<file path="src/ipdr_pkg.sv">
// shared types, constants and helpers for the ir pulse-distance receiver
`timescale 1ns / 1ps

package ipdr_pkg;

  // field widths fixed by the channel definitions
  localparam int REQ_W  = 2;
  localparam int TICK_W = 8;
  localparam int IDX_W  = 4;
  localparam int LEN_W  = 4;
  localparam int BYTE_W = 8;
  localparam int BCNT_W = 3;

  // default frame buffer depth in bytes
  localparam int FRAME_BYTES_DEF = 10;

  // length of the boot keyword
  localparam int BOOT_LEN = 4;

  // request codes
  typedef enum logic [REQ_W-1:0] {
    REQ_EDGE    = 2'd0,
    REQ_TIMEOUT = 2'd1,
    REQ_READ    = 2'd2,
    REQ_RELEASE = 2'd3
  } req_t;

  // one result item
  typedef struct packed {
    logic              frame_ready;
    logic [LEN_W-1:0]  frame_length;
    logic [BYTE_W-1:0] read_data;
    logic              boot_request;
    logic              receiving;
  } res_t;

  // expected keyword character at a byte position
  function automatic logic [BYTE_W-1:0] boot_char(input logic [1:0] pos);
    logic [BYTE_W-1:0] c;
    case (pos)
      2'd0:    c = 8'h42;  // 'B'
      2'd1:    c = 8'h4F;  // 'O'
      2'd2:    c = 8'h4F;  // 'O'
      default: c = 8'h54;  // 'T'
    endcase
    return c;
  endfunction

endpackage

</file>
<file path="src/ipdr_if.sv">
// request and response channel interfaces
`timescale 1ns / 1ps

interface ipdr_req_if;
  logic                        valid;
  logic                        ready;
  logic [ipdr_pkg::REQ_W-1:0]  req_type;
  logic                        edge_falling;
  logic [ipdr_pkg::TICK_W-1:0] elapsed_ticks;
  logic [ipdr_pkg::IDX_W-1:0]  read_index;

  modport source (output valid, req_type, edge_falling, elapsed_ticks, read_index,
                  input ready);
  modport sink (input valid, req_type, edge_falling, elapsed_ticks, read_index,
                output ready);
endinterface

interface ipdr_rsp_if;
  logic                        valid;
  logic                        ready;
  logic                        frame_ready;
  logic [ipdr_pkg::LEN_W-1:0]  frame_length;
  logic [ipdr_pkg::BYTE_W-1:0] read_data;
  logic                        boot_request;
  logic                        receiving;

  modport source (output valid, frame_ready, frame_length, read_data, boot_request,
                  receiving, input ready);
  modport sink (input valid, frame_ready, frame_length, read_data, boot_request,
                receiving, output ready);
endinterface

</file>
<file path="src/ir_pulse_distance_receiver_top.sv">
// top level of the ir pulse-distance receiver
//
//   channel  dir  handshake    payload
//   req      in   valid/ready  req_type, edge_falling, elapsed_ticks, read_index
//   rsp      out  valid/ready  frame_ready, frame_length, read_data,
//                              boot_request, receiving
//
// one request per cycle while the output is not stalled; each request gives exactly one response
// from request transfer to response valid a result passes the result stage
// (state update plus frame buffer read), then the output register
// a two-entry output buffer keeps requests flowing during a stall while its spill entry is free
// rst is synchronous; the frame buffer is not cleared and needs no sweep
`timescale 1ns / 1ps

module ir_pulse_distance_receiver_top #(
  parameter int FRAME_BYTES = ipdr_pkg::FRAME_BYTES_DEF
) (
  input logic        clk,
  input logic        rst,
  ipdr_req_if.sink   req,
  ipdr_rsp_if.source rsp
);

  logic           res_valid;
  logic           res_ready;
  ipdr_pkg::res_t res;

  // decoder, state and frame buffer
  ipdr_core #(
    .FRAME_BYTES (FRAME_BYTES)
  ) u_core (
    .clk       (clk),
    .rst       (rst),
    .req       (req),
    .res_valid (res_valid),
    .res       (res),
    .res_ready (res_ready)
  );

  // output buffering
  ipdr_skid u_skid (
    .clk        (clk),
    .rst        (rst),
    .push_valid (res_valid),
    .push_data  (res),
    .push_ready (res_ready),
    .rsp        (rsp)
  );

endmodule

</file>
<file path="src/ipdr_ram.sv">
// generic single-port-write ram with registered read
`timescale 1ns / 1ps

module ipdr_ram #(
  parameter int WIDTH = ipdr_pkg::BYTE_W,
  parameter int DEPTH = ipdr_pkg::FRAME_BYTES_DEF
) (
  input  logic                     clk,
  input  logic                     we,
  input  logic [$clog2(DEPTH)-1:0] waddr,
  input  logic [WIDTH-1:0]         wdata,
  input  logic                     re,
  input  logic [$clog2(DEPTH)-1:0] raddr,
  output logic [WIDTH-1:0]         rdata
);

  logic [WIDTH-1:0] mem [DEPTH];

  // write port
  always_ff @(posedge clk) begin
    if (we) begin
      mem[waddr] <= wdata;
    end
  end

  // registered read port
  always_ff @(posedge clk) begin
    if (re) begin
      rdata <= mem[raddr];
    end
  end

endmodule

</file>
<file path="src/ipdr_core.sv">
// receiver state, edge decoding, frame buffer and result stage
`timescale 1ns / 1ps

module ipdr_core #(
  parameter int FRAME_BYTES = ipdr_pkg::FRAME_BYTES_DEF
) (
  input  logic            clk,
  input  logic            rst,
  ipdr_req_if.sink        req,
  output logic            res_valid,
  output ipdr_pkg::res_t  res,
  input  logic            res_ready
);

  localparam int POS_W = $clog2(FRAME_BYTES + 1);
  localparam int AW    = $clog2(FRAME_BYTES);
  localparam int CMP_W = (POS_W > ipdr_pkg::IDX_W) ? POS_W : ipdr_pkg::IDX_W;
  localparam int RD_W  = (AW > ipdr_pkg::IDX_W) ? AW : ipdr_pkg::IDX_W;

  // receiver state
  logic [ipdr_pkg::TICK_W-1:0] sync_len, sync_len_next;
  logic [ipdr_pkg::BYTE_W-1:0] part, part_next;
  logic [ipdr_pkg::BCNT_W-1:0] bcnt, bcnt_next;
  logic [POS_W-1:0]            wpos, wpos_next;
  logic [POS_W-1:0]            rlen, rlen_next;
  logic                        active, active_next;
  logic                        boot_match, boot_match_next;

  // result stage
  logic                        a_valid;
  logic                        a_frame_ready;
  logic [ipdr_pkg::LEN_W-1:0]  a_frame_length;
  logic                        a_boot;
  logic                        a_receiving;
  logic                        a_rd_hit;

  logic                        take;
  logic                        boot;
  logic                        is_long;
  logic [ipdr_pkg::TICK_W:0]   twice;
  logic [ipdr_pkg::BYTE_W-1:0] shifted;
  logic                        ram_we;
  logic [ipdr_pkg::BYTE_W-1:0] ram_q;
  logic [RD_W-1:0]             idx_ext;
  logic [CMP_W-1:0]            len_ext;
  logic                        rd_hit;

  // handshake: the result stage empties or moves on
  assign req.ready = !a_valid || res_ready;
  assign take      = req.valid && req.ready;

  assign twice   = {sync_len, 1'b0};
  assign is_long = {1'b0, req.elapsed_ticks} > twice;
  assign shifted = {is_long, part[ipdr_pkg::BYTE_W-1:1]};

  // next-state decode for one request
  always_comb begin
    sync_len_next   = sync_len;
    part_next       = part;
    bcnt_next       = bcnt;
    wpos_next       = wpos;
    rlen_next       = rlen;
    active_next     = active;
    boot_match_next = boot_match;
    ram_we          = 1'b0;
    boot            = 1'b0;
    unique case (ipdr_pkg::req_t'(req.req_type))
      ipdr_pkg::REQ_EDGE: begin
        if (rlen == '0) begin
          if (req.edge_falling) begin
            active_next = 1'b1;
            if (sync_len != '0) begin
              if (bcnt == {ipdr_pkg::BCNT_W{1'b1}}) begin
                // byte complete
                part_next = '0;
                bcnt_next = '0;
                if (wpos < POS_W'(FRAME_BYTES)) begin
                  ram_we    = 1'b1;
                  wpos_next = wpos + POS_W'(1);
                  if (wpos < POS_W'(ipdr_pkg::BOOT_LEN)) begin
                    boot_match_next = boot_match &&
                                      (shifted == ipdr_pkg::boot_char(wpos[1:0]));
                  end
                end
                if (wpos_next >= POS_W'(FRAME_BYTES)) begin
                  rlen_next = wpos_next;
                end
              end else begin
                part_next = shifted;
                bcnt_next = bcnt + ipdr_pkg::BCNT_W'(1);
              end
            end
          end else if (sync_len != '0 && is_long) begin
            // end pulse closes the frame
            rlen_next       = wpos;
            boot            = (wpos == POS_W'(ipdr_pkg::BOOT_LEN)) && boot_match;
            wpos_next       = '0;
            part_next       = '0;
            bcnt_next       = '0;
            sync_len_next   = '0;
            boot_match_next = 1'b1;
          end else begin
            sync_len_next = req.elapsed_ticks;
          end
        end
      end
      ipdr_pkg::REQ_TIMEOUT: begin
        wpos_next       = '0;
        part_next       = '0;
        bcnt_next       = '0;
        sync_len_next   = '0;
        boot_match_next = 1'b1;
        active_next     = 1'b0;
      end
      ipdr_pkg::REQ_READ: begin
      end
      ipdr_pkg::REQ_RELEASE: begin
        wpos_next       = '0;
        part_next       = '0;
        bcnt_next       = '0;
        sync_len_next   = '0;
        boot_match_next = 1'b1;
        active_next     = 1'b0;
        rlen_next       = '0;
      end
      default: begin
      end
    endcase
  end

  // read hit check against the ready length
  assign idx_ext = RD_W'(req.read_index);
  assign len_ext = CMP_W'(rlen_next);
  assign rd_hit  = (ipdr_pkg::req_t'(req.req_type) == ipdr_pkg::REQ_READ) &&
                   (CMP_W'(req.read_index) < len_ext);

  // frame buffer
  ipdr_ram #(
    .WIDTH (ipdr_pkg::BYTE_W),
    .DEPTH (FRAME_BYTES)
  ) u_ram (
    .clk   (clk),
    .we    (take && ram_we),
    .waddr (wpos[AW-1:0]),
    .wdata (shifted),
    .re    (take),
    .raddr (idx_ext[AW-1:0]),
    .rdata (ram_q)
  );

  // state registers
  always_ff @(posedge clk) begin
    if (rst) begin
      sync_len   <= '0;
      part       <= '0;
      bcnt       <= '0;
      wpos       <= '0;
      rlen       <= '0;
      active     <= 1'b0;
      boot_match <= 1'b1;
    end else if (take) begin
      sync_len   <= sync_len_next;
      part       <= part_next;
      bcnt       <= bcnt_next;
      wpos       <= wpos_next;
      rlen       <= rlen_next;
      active     <= active_next;
      boot_match <= boot_match_next;
    end
  end

  // result stage valid
  always_ff @(posedge clk) begin
    if (rst) begin
      a_valid <= 1'b0;
    end else if (req.ready) begin
      a_valid <= req.valid;
    end
  end

  // result stage payload
  always_ff @(posedge clk) begin
    if (take) begin
      a_frame_ready  <= (rlen_next != '0);
      a_frame_length <= len_ext[ipdr_pkg::LEN_W-1:0];
      a_boot         <= boot;
      a_receiving    <= active_next;
      a_rd_hit       <= rd_hit;
    end
  end

  // read data comes straight from the ram output register on a read hit, else zero
  assign res_valid        = a_valid;
  assign res.frame_ready  = a_frame_ready;
  assign res.frame_length = a_frame_length;
  assign res.read_data    = a_rd_hit ? ram_q : '0;
  assign res.boot_request = a_boot;
  assign res.receiving    = a_receiving;

endmodule

</file>
<file path="src/ipdr_skid.sv">
// two-entry output buffer so the core keeps accepting during a stall while the spill entry is free
`timescale 1ns / 1ps

module ipdr_skid (
  input  logic           clk,
  input  logic           rst,
  input  logic           push_valid,
  input  ipdr_pkg::res_t push_data,
  output logic           push_ready,
  ipdr_rsp_if.source     rsp
);

  logic           out_valid;
  ipdr_pkg::res_t out_data;
  logic           skid_valid;
  ipdr_pkg::res_t skid_data;

  assign push_ready = !skid_valid;

  // output and spill registers
  always_ff @(posedge clk) begin
    if (rst) begin
      out_valid  <= 1'b0;
      skid_valid <= 1'b0;
    end else if (!out_valid || rsp.ready) begin
      if (skid_valid) begin
        out_valid  <= 1'b1;
        skid_valid <= 1'b0;
      end else begin
        out_valid <= push_valid;
      end
    end else if (push_valid) begin
      skid_valid <= 1'b1;
    end
  end

  always_ff @(posedge clk) begin
    if (!out_valid || rsp.ready) begin
      if (skid_valid) begin
        out_data <= skid_data;
      end else if (push_valid) begin
        out_data <= push_data;
      end
    end else if (push_valid && !skid_valid) begin
      skid_data <= push_data;
    end
  end

  assign rsp.valid        = out_valid;
  assign rsp.frame_ready  = out_data.frame_ready;
  assign rsp.frame_length = out_data.frame_length;
  assign rsp.read_data    = out_data.read_data;
  assign rsp.boot_request = out_data.boot_request;
  assign rsp.receiving    = out_data.receiving;

endmodule

</file>
<file path="src/flat_wrapper.sv">
// flat-port wrapper written by rule: the top's interface ports become plain ports
module ir_pulse_distance_receiver_top_flat 
#(
  parameter int FRAME_BYTES = ipdr_pkg::FRAME_BYTES_DEF
)
  (clk, rst, req_valid, req_req_type, req_edge_falling, req_elapsed_ticks, req_read_index, req_ready, rsp_valid, rsp_frame_ready, rsp_frame_length, rsp_read_data, rsp_boot_request, rsp_receiving, rsp_ready);
  ipdr_req_if req_i ();
  ipdr_rsp_if rsp_i ();
  input logic clk;
  input logic rst;
  input wire logic [$bits(req_i.valid)-1:0] req_valid;
  input wire logic [$bits(req_i.req_type)-1:0] req_req_type;
  input wire logic [$bits(req_i.edge_falling)-1:0] req_edge_falling;
  input wire logic [$bits(req_i.elapsed_ticks)-1:0] req_elapsed_ticks;
  input wire logic [$bits(req_i.read_index)-1:0] req_read_index;
  output wire logic [$bits(req_i.ready)-1:0] req_ready;
  output wire logic [$bits(rsp_i.valid)-1:0] rsp_valid;
  output wire logic [$bits(rsp_i.frame_ready)-1:0] rsp_frame_ready;
  output wire logic [$bits(rsp_i.frame_length)-1:0] rsp_frame_length;
  output wire logic [$bits(rsp_i.read_data)-1:0] rsp_read_data;
  output wire logic [$bits(rsp_i.boot_request)-1:0] rsp_boot_request;
  output wire logic [$bits(rsp_i.receiving)-1:0] rsp_receiving;
  input wire logic [$bits(rsp_i.ready)-1:0] rsp_ready;
  assign req_i.valid = req_valid;
  assign req_i.req_type = req_req_type;
  assign req_i.edge_falling = req_edge_falling;
  assign req_i.elapsed_ticks = req_elapsed_ticks;
  assign req_i.read_index = req_read_index;
  assign req_ready = req_i.ready;
  assign rsp_valid = rsp_i.valid;
  assign rsp_frame_ready = rsp_i.frame_ready;
  assign rsp_frame_length = rsp_i.frame_length;
  assign rsp_read_data = rsp_i.read_data;
  assign rsp_boot_request = rsp_i.boot_request;
  assign rsp_receiving = rsp_i.receiving;
  assign rsp_i.ready = rsp_ready;
  ir_pulse_distance_receiver_top #(.FRAME_BYTES(FRAME_BYTES)) u_core (.clk(clk), .rst(rst), .req(req_i), .rsp(rsp_i));
endmodule
</file>
<file path="config.mk">
export PLATFORM = sky130hd
export DESIGN_NAME = ir_pulse_distance_receiver_top_flat
export DESIGN_NICKNAME = d
export VERILOG_FILES = /design/src/ipdr_pkg.sv /design/src/ipdr_if.sv /design/src/ir_pulse_distance_receiver_top.sv /design/src/ipdr_ram.sv /design/src/ipdr_core.sv /design/src/ipdr_skid.sv /design/src/flat_wrapper.sv
export SDC_FILE = /design/constraint.sdc
export NUM_CORES = 1
export LEC_CHECK = 0
export ABC_AREA = 1
export BUFFER_PORTS_ARGS = -buffer_cell sky130_fd_sc_hd__buf_2
export CELL_PAD_IN_SITES_DETAIL_PLACEMENT = 0
export CELL_PAD_IN_SITES_GLOBAL_PLACEMENT = 2
export CORE_MARGIN = 2
export CORE_UTILIZATION = 25
export DETAILED_ROUTE_END_ITERATION = 16
export HOLD_SLACK_MARGIN = 0.15
export PLACE_DENSITY = 0.53
export SETUP_SLACK_MARGIN = 0.1
export SLEW_MARGIN = 5
export SYNTH_ARGS = -nofsm -noshare
export SYNTH_HDL_FRONTEND = slang
export SYNTH_SLANG_ARGS = --single-unit
</file>
<file path="constraint.sdc">
create_clock -name clk -period 5.49 [get_ports clk]
set_input_delay 0.8235 -clock clk [delete_from_list [all_inputs] [get_ports clk]]
set_output_delay 0.8235 -clock clk [all_outputs]
set_load 0.03 [all_outputs]
</file>
## Word level (Yosys, flattened, before mapping)

Memories as Yosys holds them, arrays and structs flattened. A register that Yosys moved wholly into a read port is not among the register bits.
Cells that the tools add are included.

- Add/subtract/negate cells: 2
- $lt $le $gt $ge: 5
- Eq/ne operators: 15
- Multiplexer cells: 66
- Bitwise logic cells: 4
- Reductions and logical operators: 29

Operator list:

| kind | count |
|---|---|
| $mux W8 | 16 |
| $mux W4 | 17 |
| $pmux W8 S2 | 2 |
| $mux W15 | 2 |
| $mux W1 | 18 |
| $pmux W4 S2 | 2 |
| $mux W3 | 5 |
| $ne A3 B3 Y1 const B | 5 |
| $pmux W5 S2 | 1 |
| $gt A8 B9 Y1 | 1 |
| $eq A8 B8 Y1 | 1 |
| $reduce_and A8 Y1 | 1 |
| $reduce_bool A8 Y1 | 1 |
| $logic_and A1 B1 Y1 | 7 |
| $eq A2 B2 Y1 const B | 3 |
| $pmux W3 S2 | 1 |
| $reduce_and A6 Y1 | 1 |
| $reduce_or A2 Y1 | 3 |
| $reduce_and A5 Y1 | 1 |
| $add A4 B1 Y4 const B | 1 |
| $eq A2 B1 Y1 const B | 2 |
| $eq A4 B3 Y1 const B | 1 |
| $ge A4 B4 Y1 const B | 1 |
| $logic_not A2 Y1 | 2 |
| 16 further kinds | 26 |

- Register bits: 70
- Bits in writable memories: 80
- Input bits: 19
- Output and inout bits: 17
- Word-level logic and storage cells: 147
- Memories: 1

Memories:

| memory | depth | bits a word | rd ports | clocked after memory_dff | write ports | line | source |
|---|---|---|---|---|---|---|---|
| u_core.u_core.u_ram.mem | 10 | 8 | 1 | 1 | 1 | ipdr_ram.sv:17 | `logic [WIDTH-1:0] mem [DEPTH];` |

## Longest topological paths before layout

Gate-level depths: netlist of the first run.

- Word-level depth: 19
- Depth in mapped cells: 20
- Depth with buffers taken out: 20

## Cells and area by module

From an unflattened synthesis of the first run, not the netlist that was laid out.

- Cells, all modules: 749
- Area, all modules: 7322.0 µm²

Modules (own cells, without submodules):

| module | instances | cells each | area each (µm²) | seq. area each (µm²) |
|---|---|---|---|---|
| ipdr_ram | 1 | 335 | 3743.6 | 2642.5 |
| ipdr_core | 1 | 323 | 2372.3 | 820.8 |
| ipdr_skid | 1 | 91 | 1206.2 | 940.9 |

## Worst setup path before layout of the first run

No wires, ideal clock.

- Kind: input to register
- Start: input port req_elapsed_ticks[7]
- End: register u_core.u_core.a_rd_hit, data pin
- Library setup time: 0.140 ns
- Arrival: 2.644 ns
- Required time: 5.350 ns
- Slack: 2.706 ns
- Stages on the path: 15
- Buffers on the path: 0
- Cell sequence: ha_1 -> inv_1 -> nor3_2 -> nand2_1 -> nand2_2 -> nand2_2 -> nor2_4 -> inv_1 -> o21ai_1 -> nand3_1 -> nand2_2 -> inv_1 -> ha_1 -> a211o_1 -> a21oi_2

- Longest elaborated chain between the ends: 8

RTL lines:

| what | line | source |
|---|---|---|
| from (decl) | flat_wrapper.sv:14 | `input wire logic [$bits(req_i.elapsed_ticks)-1:0] req_elapsed_ticks;` |
| $gt A8 B9 Y1 | ipdr_core.sv:53 | `assign is_long = {1'b0, req.elapsed_ticks} > twice;` |
| $logic_and A1 B1 Y1 | ipdr_core.sv:93 | `end else if (sync_len != '0 && is_long) begin` |
| $mux W4 | ipdr_core.sv:93 |  |
| $mux W4 | ipdr_core.sv:70 | `if (req.edge_falling) begin` |
| $mux W4 | ipdr_core.sv:69 | `if (rlen == '0) begin` |
| $pmux W4 S2 | ipdr_core.sv:67 | `unique case (ipdr_pkg::req_t'(req.req_type))` |
| net u_core.u_core.len_ext[3] | ipdr_core.sv:45 | `logic [CMP_W-1:0] len_ext;` |
| $lt A4 B4 Y1 | ipdr_core.sv:135 | `(CMP_W'(req.read_index) < len_ext);` |
| $logic_and A1 B1 Y1 | ipdr_core.sv:134 | `assign rd_hit = (ipdr_pkg::req_t'(req.req_type) == ipdr_pkg::REQ_READ) &&` |
| net u_core.u_core.rd_hit | ipdr_core.sv:46 | `logic rd_hit;` |
| to (signal assigned) | ipdr_core.sv:188 | `a_rd_hit <= rd_hit;` |
| to (decl) | ipdr_core.sv:35 | `logic a_rd_hit;` |

The timed path passes the listed nets, and every way through them passes these cells.
A chain may end at the register's enable or synchronous reset.

## Final worst setup path of the first run

- Start: register u_core.u_skid.skid_valid
- End: memory u_core.u_core.u_ram.mem[2][0] (netlist bit) (enable)

- Longest elaborated chain between the ends: 6

RTL lines:

| what | line | source |
|---|---|---|
| from (decl) | ipdr_skid.sv:15 | `logic skid_valid;` |
| from (signal assigned) | ipdr_skid.sv:24 | `skid_valid <= 1'b0;` |
| from (signal assigned) | ipdr_skid.sv:28 | `skid_valid <= 1'b0;` |
| from (signal assigned) | ipdr_skid.sv:33 | `skid_valid <= 1'b1;` |
| $logic_not A1 Y1 | ipdr_skid.sv:18 | `assign push_ready = !skid_valid;` |
| $logic_or A1 B1 Y1 | ipdr_core.sv:49 | `assign req.ready = !a_valid \|\| res_ready;` |
| $logic_and A1 B1 Y1 | ipdr_core.sv:50 | `assign take = req.valid && req.ready;` |
| net u_core.u_core.take | ipdr_core.sv:37 | `logic take;` |
| $logic_and A1 B1 Y1 | ipdr_core.sv:143 | `.we (take && ram_we),` |
| $mux W1 | ipdr_ram.sv:21 | `if (we) begin` |
| $mux W1 (not written as such) | ipdr_ram.sv:22 | `mem[waddr] <= wdata;` |
| to (decl) | ipdr_ram.sv:17 |  |

The timed path passes the listed nets, and every way through them passes these cells.

==> results of run 1 <==
state kept, by name, summed over array words and instances, names as in the netlist, 3 cells and up:
name and flops:
u_core.u_core.u_ram.mem 80, u_core.u_skid.skid_data 15, u_core.u_core.sync_len 8, u_core.u_core.u_ram.rdata 8, u_core.u_skid.rsp.read_data 8, u_core.u_core.part 7
u_core.u_core.a_frame_length 4, u_core.u_core.rlen 4, u_core.u_core.wpos 4, u_core.u_skid.rsp.frame_length 4, u_core.u_core.bcnt 3
power by group through the flow:
stage               clock network [mW]  logic (mW)  registers, mW
floorplan                            0       0.170           1.39
global placement                     0       0.253           1.40
detailed placement                   0       0.252           1.40
CTS                               1.19       0.253           1.37
global route                      1.24       0.284           1.37
finish                            1.15       0.249           1.37
through the flow:
stage	instances	power [mW]	setup slack, ps
global placement	1042	1.65	1840
detailed placement	1042	1.65	1680
finish	1074	2.77	1850
global route	1074	2.90	1470
floorplan	652	1.56	2710
CTS	1074	2.81	1730
cell families (layout without fill, tap and decap cells):
family / after synthesis / count (layout)
AOI/OAI and AO/OA: 128 / 128
xor gates and xnor gates: 2 / 2
adders and majority gates: 21 / 21
buffers and inverters: 103 / 147
DFF: 157 / 157
muxes: 10 / 10
and+or+nand+nor: 231 / 231
cell type report:
| class | count | share of cell area [%] |
|---|---|---|
| tap | 378 | 5.84 |
| timing repair buffer | 36 | 2.26 |
| multi-input combinational | 392 | 26.7 |
| inverter | 79 | 3.66 |
| clock buffer | 17 | 5.25 |
| sequential | 157 | 54.4 |
| clock inverter | 15 | 1.88 |
cell usage in the layout, fill, tap and decap left out, types with 2 or more instances in the layout:
cell / instances
edfxtp_1: 126
nand2_1: 101
inv_1: 73
nor2_1: 60
o21ai_0: 55
buf_2: 35
a21oi_1: 31
dfxtp_1: 31
ha_1: 21
nor3_1: 18
o21ai_1: 18
clkbuf_16: 17
nand2_2: 16
mux2i_1: 10
o221ai_1: 10
nand3_1: 9
nor4_1: 9
inv_2: 6
o22ai_1: 6
nor2_4: 5
inv_8: 5
nor2_2: 3
nand3_2: 3
nand4_1: 3
inv_6: 3
nor3_2: 2
clkinv_4: 2
clkinv_8: 2
clkinvlp_4: 2
critical path, stage by stage, from the launching register on:
cell and delay [ps]:
dfxtp_1 560, nand2_1 240, nand2_2 190, inv_1 620, nand3_1 180, nor3_2 320
inv_1 130, nor3_1 980
final timing paths:
check / endpoint / start / slack (ps)
max: u_core.u_core.u_ram.mem[2][0] / u_core.u_skid.skid_valid / 1850
max reg2reg: u_core.u_core.u_ram.mem[2][0] / u_core.u_skid.skid_valid / 1850
min reg2reg: u_core.u_skid.skid_data[14] / u_core.u_core.a_frame_ready / 440
min: u_core.u_skid.skid_data[14] / u_core.u_core.a_frame_ready / 440
layer usage:
layer	vias to the layer above	routed length, µm	part of all wire (%)	global-route usage [%]
met5	-	0	0	0
met4	0	286	1.7	4.02
met3	22	542	3.2	2.52
met2	88	7650	46	19.1
met1	2208	8250	49	16.6
li1	2320	-	-	-
==> results.cfg, run 1 <==
[pwr]
internal_power_mw = 2.01
p_comb_share_pct = 9.0
switching_power_uw = 762
p_sw_share_pct = 27.5
power_density_mw_per_mm2 = 342
clkPwrFrac_pct = 41.6
p_seq_share_pct = 49.4
p_leak_nw = 2.98
peakVddDrop_mv = 0.150

[worst_setup_path]
cp.required_ps = 5520
crit_type = reg -> reg
crit_fanout = 26
startpoint_type = flip-flop
rr_worst_depth = 7
cp-end-kind = flip-flop
arrival_ps = 3670

[global_route]
track_usage_pct = 12.1
grt_start_max_net_pins = 42
first_global_vias = 4558
globalRouteOverflowTotal = 0
grt_pass1_wl_um = 26600
grt_antenna_before_repair = 0

[logic_synthesis]
yosysSeqAreaShare_pct = 63.2
yosys_warnings = 0
syn_nets = 692
synth_compound_area_share_pct = 10.2
synthMuxAreaShare_pct = 1.44
synthFlopType = edfxtp_1
synthCells = 652
yosysTopAreaCell = edfxtp_1
synthTopCellsByCount = edfxtp_1 (126), nand2_1 (101), inv_1 (73)
synth.avg_cell_area_um2 = 10.7
synthAdderAreaFrac_pct = 3.77
synthSimpleGateAreaFrac_pct = 15.3
yosysTopAreaCellShare_pct = 54.3
ys_ff_latch = 157
ys_top_cells_by_area = edfxtp_1 (54%), dfxtp_1 (8.9%), nand2_1 (5.4%)
synth-edff-count = 126
synthXorXnorAreaFrac_pct = 0.251
synth_top_family_by_area = simple AND/OR/NAND/NOR gates
synth_cell_types = 40
yosysMostFrequentCell = edfxtp_1
netlist_area_mm2 = 0.00697
async_flop_share_pct = 0

[route]
drt_wl_total_um = 16700
wl_per_cell_um = 15.6
first_pass_iters = 4
drc = 0
via_per_inst = 4.32
first_iter_violations = 273
ant_nets = 0
vias = 4638

[layout]
multi_input_area_mm2 = 0.00216
fillCellCount = 2914
fin_util_pct = 29.3
diodes = 0
drive_above_1_share_pct = 15.5
syn2layout_area_growth_pct = 16.1
design_area_mm2 = 0.00810
seqCellArea_mm2 = 0.00440
fin_nets = 723

[timing]
fin_crit_sh_pct = 66.3
drv_slew = 0
min_period_ps = 3640
hold_ws_ps = 444
setup_violations = 0
worst_slew_pin_slew_ps = 1280
tns_ps = 0
fmax_ghz = 0.275
grt_setup_unrepaired = no
slew_headroom_pct = 14.0
hold_viol = 0
skew_ps = 22.2

[cts]
ctsHoldBuffers = 0
clock_sinks = 157
post_cts_resized = 0
cts_tree = yes
clk_latency_ps = 430
clk_pin_slew_ps = 80
cts_buffers = 17
post_cts_buffers = 0
clk_path_buf_depth = 2
cts_max_level = 4
root_buffer = clkbuf_16

[outcome]
status = finished, final reports clean

[placed_design]
io_buffers = 35
dpl_cell_area_mm2 = 0.00752
gp_congestion = 0.752
hpwl_um = 11400

[floorplanning]
die_area_mm2 = 0.0292
chipWidth_um = 171
die_h_um = 171
core_mm2 = 0.0276
row_count = 61
ios = 36
start_util_pct = 25.2

[worst_hold_path]
min_path_cells = 0
hold_path.class = reg -> reg

[job]
maxCapViolCount = 0
(Power assumes the default switching activity.)
==> inputs of run 2 (changes only) <==
ABC_AREA = 0   (was 1)
PLACE_DENSITY = 0.52   (was 0.53)
clock period = 2.9 ns   (was 5.49 ns; I/O delays follow)
==> run 2 against run 1 <==
Net effect:
- worst setup slack worse by 1700 ps
- via count down 10%
- critical endpoint is now u_core.u_core.a_rd_hit
- fmax up 31%
- synthesized cell count down 26%
==> results.cfg, run 2 <==
[timing]
grt_setup_unrepaired = yes
slew_headroom_pct = 54.4
hold_viol = 0
finalWorstSetupSlack_ps = 125
fmax_ghz = 0.360
fin_crit_sh_pct = 95.7
worst_slew_pin_slew_ps = 685
drv_slew = 0
setup_violations = 0
min_period_ps = 2780
tns_ps = 0
skew_ps = 14.5

[pwr]
power_density_mw_per_mm2 = 607
switching_power_mw = 1.33
p_comb_share_pct = 9.3
internal_power_mw = 3.80
clkPwrFrac_pct = 42.1
peakVddDrop_mv = 0.388
p_leak_nw = 2.98
p_seq_share_pct = 48.7
p_sw_share_pct = 25.9

[logic_synthesis]
async_flop_share_pct = 0
synthSimpleGateAreaFrac_pct = 9.87
yosysTopAreaCellShare_pct = 54.9
yosys_warnings = 0
yosysTopAreaCell = edfxtp_1
synthTopCellsByCount = edfxtp_1 (126), dfxtp_1 (31), a21oi_1 (28)
ys_ff_latch = 157
synthAdderAreaFrac_pct = 3.81
synth.avg_cell_area_um2 = 14.3
syn_nets = 523
synth_top_family_by_area = compound AO/OA/AOI/OAI gates
yosysMostFrequentCell = edfxtp_1
synth_cell_types = 63
synthXorXnorAreaFrac_pct = 0.254
synthFlopType = edfxtp_1
ys_top_cells_by_area = edfxtp_1 (55%), dfxtp_1 (9.0%), mux4_2 (5.2%)
yosysSeqAreaShare_pct = 63.9
synth_compound_area_share_pct = 10.4
synth-edff-count = 126
synthCells = 483
netlist_area_mm2 = 0.00690
synthMuxAreaShare_pct = 9.27

[layout]
final_cell_mix = edfxtp_1 (126), buf_4 (48), buf_2 (35)
regMostFlops = u_core.u_core.u_ram.mem
top_regs = u_core.u_core.u_ram.mem (80), u_core.u_skid.skid_data (15)
final_cells = 915
drive_above_1_share_pct = 32.6
largest_reg_flops = 80
fin_nets = 601
syn2layout_area_growth_pct = 22.6
diodes = 0
final_common_cell = edfxtp_1
design_area_mm2 = 0.00845

[floorplanning]
row_count = 60
chipWidth_um = 170
die_area_mm2 = 0.0289
die_h_um = 170
start_util_pct = 25.5
core_mm2 = 0.0270
ios = 36

[worst_setup_path]
cp-end-kind = flip-flop
rr_worst_depth = 11
crit_type = reg -> reg
arrival_ps = 2960
cp.required_ps = 3080
crit_fanout = 5
startpoint_type = flip-flop

[cts]
clk_path_buf_depth = 2
cts_tree = yes
clk_pin_slew_ps = 70
clk_latency_ps = 430
ctsHoldBuffers = 0
cts_max_level = 4
root_buffer = clkbuf_16
clock_sinks = 157
cts_buffers = 17

[global_route]
first_global_vias = 4160
globalRouteOverflowTotal = 0
grt_pass1_wl_um = 24900
track_usage_pct = 11.6
grt_antenna_before_repair = 0
grt_start_max_net_pins = 34

[route]
drc = 0
vias = 4172
ant_nets = 0
first_pass_iters = 4
drt_wl_total_um = 16100
wl_per_cell_um = 17.6
first_iter_violations = 278
via_per_inst = 4.56

[outcome]
status = finished, final reports clean

[job]
maxCapViolCount = 0

[placed_design]
dpl.cell_count = 879
io_buffers = 35
dpl_cell_area_mm2 = 0.00783
gp_congestion = 0.734
hpwl_um = 10900
place_ws_ps = -14.6

[worst_hold_path]
min_path_cells = 3
hold_path.class = in -> reg
[run 2: through the flow]
step / power (mW) / util (%) / hold slack, ps
floorplan: 2.84 / - / 422
global placement: 3.01 / 29.0 / 437
detailed placement: 3.02 / 29.0 / 441
CTS: 5.19 / 31.1 / 216
global route: 5.34 / 31.3 / 235
finish: 5.13 / 31.3 / 231
[run 2: per-layer routing]
metal,vias up,wire [µm],global-route usage (%)
li1,2017,-,-
met1,2068,7840,15.5
met2,70,7580,18.5
met3,17,499,2.28
met4,0,223,4.35
met5,-,0,0
[run 2: cells by family after synthesis]
group | Yosys count
AOI/OAI and AO/OA | 96
xor gates and xnor gates | 2
adders and majority gates | 21
buffers and inverters | 44
DFF | 157
muxes | 42
and+or+nand+nor | 121
[run 2: worst max-delay path, stage by stage (launching register included)]
cell	delay [ps]
dfxtp_2	360
inv_1	90
ha_4	300
o31ai_1	60
a211o_1	340
or4b_4	530
a21oi_1	170
or3_4	150
ha_2	150
a211o_1	150
o21bai_1	130
o41ai_2	90
[run 2: cell type report]
| class | count | area [µm²] |
|---|---|---|
| clock buffers | 18 | 429 |
| multi-input cells | 282 | 2440 |
| fillers | 2707 | 18600 |
| clock inverters | 14 | 128 |
| inverters | 20 | 75.1 |
| well taps | 341 | 427 |
| repair buffers | 83 | 536 |
| flip-flops and latches | 157 | 4410 |
[run 2: final timing paths]
kind,startpoint,to,slack [ps]
max reg2reg,u_core.u_core.wpos[0],u_core.u_core.a_rd_hit,120
min reg2reg,u_core.u_core.a_frame_ready,u_core.u_skid.skid_data[14],450
min,req_valid,u_core.u_core.res_valid,230
max,u_core.u_core.wpos[0],u_core.u_core.a_rd_hit,120
[run 2: power by group through the flow]
stage | registers [mW] | clock network, mW | logic (mW)
after global placement | 2.55 | 0 | 0.467
final | 2.50 | 2.16 | 0.476
after detailed placement | 2.55 | 0 | 0.468
after floorplan | 2.56 | 0 | 0.280
after global routing | 2.50 | 2.31 | 0.524
after CTS | 2.50 | 2.22 | 0.472
[run 2: repair_timing]
action / 4_1_cts / 5_1_grt
buffers inserted: 0 / 4
gates resized for setup: 2 / 13
setup endpoints to repair: 1 / 1
pin swaps: 3 / 9
==> inputs of run 3 (changes only) <==
GPL_TIMING_DRIVEN = 0   (was default)
==> run 3 against run 2 <==
Net effect:
- core utilization up 0.41 points
- first-iteration DRC count down 7.2%
- design area is 1.3% higher
- clock power is 7% higher
- sequential power about the same
- non-clock buffer count shrank 8
- cell count shrank 0.77%
- critical path depth up 1
- combinational power decreased by 4.2%
- sequential share of layout area shrank 0.72 points
- count of clock-buffer cells in the layout shrank 1
- die area unchanged
==> results.cfg, run 3 (synthesis results as in run 2) <==
[timing]
slew_headroom_pct = 39.1
fmax_ghz = 0.353
worst_slew_pin_slew_ps = 914
drv_slew = 0
fin_crit_sh_pct = 97.6
setup_violations = 0
min_period_ps = 2830
hold_viol = 0
grt_setup_unrepaired = yes
skew_ps = 15.1

[worst_setup_path]
critPathTopFamily = compound AO/OA/AOI/OAI gates
startpoint_type = flip-flop
path_cells = clkbuf_8 -> clkinvlp_4 -> ha_4 -> o31ai_2 -> a211o_1 -> or4b_1 -> a21oi_1 -> or3_4 -> ha_4 -> a211o_1 -> o21bai_1 -> o41ai_2
arrival_ps = 2980
path_buf_inv = 2
cpPeakStageDelay_ps = 510
r2r_start = u_core.u_core.wpos[0]
cp.required_ps = 3050
reg2reg_slack_ps = 70
crit_type = reg -> reg
cp_slowest_cell = or4b_1
cp-end-kind = flip-flop
timing.rr.end = u_core.u_core.a_rd_hit
rr_worst_depth = 12
crit_fanout = 3
cp.depth = 12

[worst_hold_path]
hold_path.class = in -> reg
min_path_cells = 3
whs_endpoint = u_core.u_core.sync_len[4]
min-delay-start = req_elapsed_ticks[4]

[layout]
largest_reg_flops = 80
diodes = 0
final_cell_mix = edfxtp_1 (126), buf_2 (38), a21oi_1 (28)
syn2layout_area_growth_pct = 24.2
fin_nets = 594
drive_above_1_share_pct = 30.2
top_regs = u_core.u_core.u_ram.mem (80), u_core.u_skid.skid_data (15)
design_area_mm2 = 0.00856
final_common_cell = edfxtp_1
final_cells = 908
regMostFlops = u_core.u_core.u_ram.mem

[pwr]
power_density_mw_per_mm2 = 616
p_leak_nw = 2.90
peakVddDrop_mv = 0.368
power_mw = 5.27
internal_power_mw = 3.84
switching_power_mw = 1.43
p_seq_share_pct = 47.3
p_comb_share_pct = 8.7
p_sw_share_pct = 27.1
clkPwrFrac_pct = 44.0

[cts]
cts_buffers = 17
clk_path_buf_depth = 2
clk_latency_ps = 430
cts_tree = yes
clock_sinks = 157
cts_max_level = 4
root_buffer = clkbuf_16
ctsHoldBuffers = 0
clk_pin_slew_ps = 70

[route]
drt_wl_total_um = 15900
via_per_inst = 4.51
wl_per_cell_um = 17.5
ant_nets = 0
first_iter_violations = 258
vias = 4097
first_pass_iters = 4
drc = 0

[placed_design]
dpl.cell_count = 858
dpl_cell_area_mm2 = 0.00763
io_buffers = 33
gp_congestion = 0.729
hpwl_um = 10900

[floorplanning]
chipWidth_um = 170
row_count = 60
core_mm2 = 0.0270
die_area_mm2 = 0.0289
die_h_um = 170
ios = 36
start_util_pct = 25.5

[job]
maxCapViolCount = 0

[global_route]
track_usage_pct = 11.6
grt_antenna_before_repair = 0
globalRouteOverflowTotal = 0
grt_pass1_wl_um = 24900
first_global_vias = 4226
grt_start_max_net_pins = 21

[outcome]
status = finished, final reports clean
[run 3: cell count changes in the layout (fill, tap and decap cells not counted), sizes merged]
| cell | change |
|---|---|
| clkinvlp | +2 |
| clkinv | +1 |
| a21boi | +1 |
| buf | -23 |
| clkbuf | +14 |
| inv | -2 |
[run 3: cell type report]
| class | count | area (µm²) |
|---|---|---|
| inverter | 20 | 82.6 |
| tap | 341 | 427 |
| timing repair buffer | 51 | 317 |
| clock buffer | 17 | 425 |
| multi-input combinational | 283 | 2580 |
| sequential | 157 | 4410 |
| fill | 2646 | 18500 |
| buffer | 24 | 116 |
| clock inverter | 15 | 201 |
[run 3: worst max-delay path by stage]
| stage | start | to |
|---|---|---|
| 6_report | u_core.u_core.wpos[0] | u_core.u_core.a_rd_hit |
| 2_1_floorplan | req_elapsed_ticks[6] | u_core.u_core.a_rd_hit |
| 3_5_place_dp | req_valid | u_core.u_core.u_ram.mem[4][0] |
| 3_3_place_gp | req_valid | u_core.u_core.u_ram.mem[1][0] |
| 5_1_grt | u_core.u_core.wpos[0] | u_core.u_core.a_rd_hit |
| 4_1_cts | u_core.u_core.wpos[0] | u_core.u_core.a_rd_hit |
[run 3: worst reg2reg max path: cells and delay by family (launching register included)]
kind	cells	cell delay (ps)
AO/OA/AOI/OAI	6	910
AND/OR/NAND/NOR	2	680
adder cells (fa/ha/maj)	2	410
flip-flops	1	340
buffers and inverters	2	230
[run 3: what timing repair did]
| action | CTS | global route |
|---|---|---|
| endpoints found under the setup margin | 91 | 29 |
| endpoints found under the hold margin | 0 | 0 |
| gates cloned | 1 | 0 |
| pin swaps | 10 | 4 |
| setup buffers | 15 | 2 |
| gates resized for setup | 27 | 3 |
[run 3: per-stage QoR]
step                      utilization [%]  hold WS [ps]  setup slack, ps  TNS, ps
after floorplan                         -           422             58.4        0
after global placement               28.1           435            -1170   -65410
after detailed placement             28.2           440             -678   -49390
after CTS                            31.5           239             94.4        0
after global routing                 31.7           262            -47.3    -47.3
final                                31.7           269             70.5        0
[run 3: per-layer routing]
layer | track usage [%] | share of wire, %
met3 | 2.65 | 2.6
met5 | 0 | 0
met2 | 18.7 | 48
met4 | 3.90 | 1.1
met1 | 15.4 | 49
[run 3: power groups by stage]
stage	combinational (mW)	clock, mW	sequential, mW
after floorplan	0.280	0	2.56
after global placement	0.425	0	2.55
after detailed placement	0.428	0	2.55
after CTS	0.464	2.40	2.50
after global routing	0.506	2.49	2.50
final	0.456	2.32	2.50
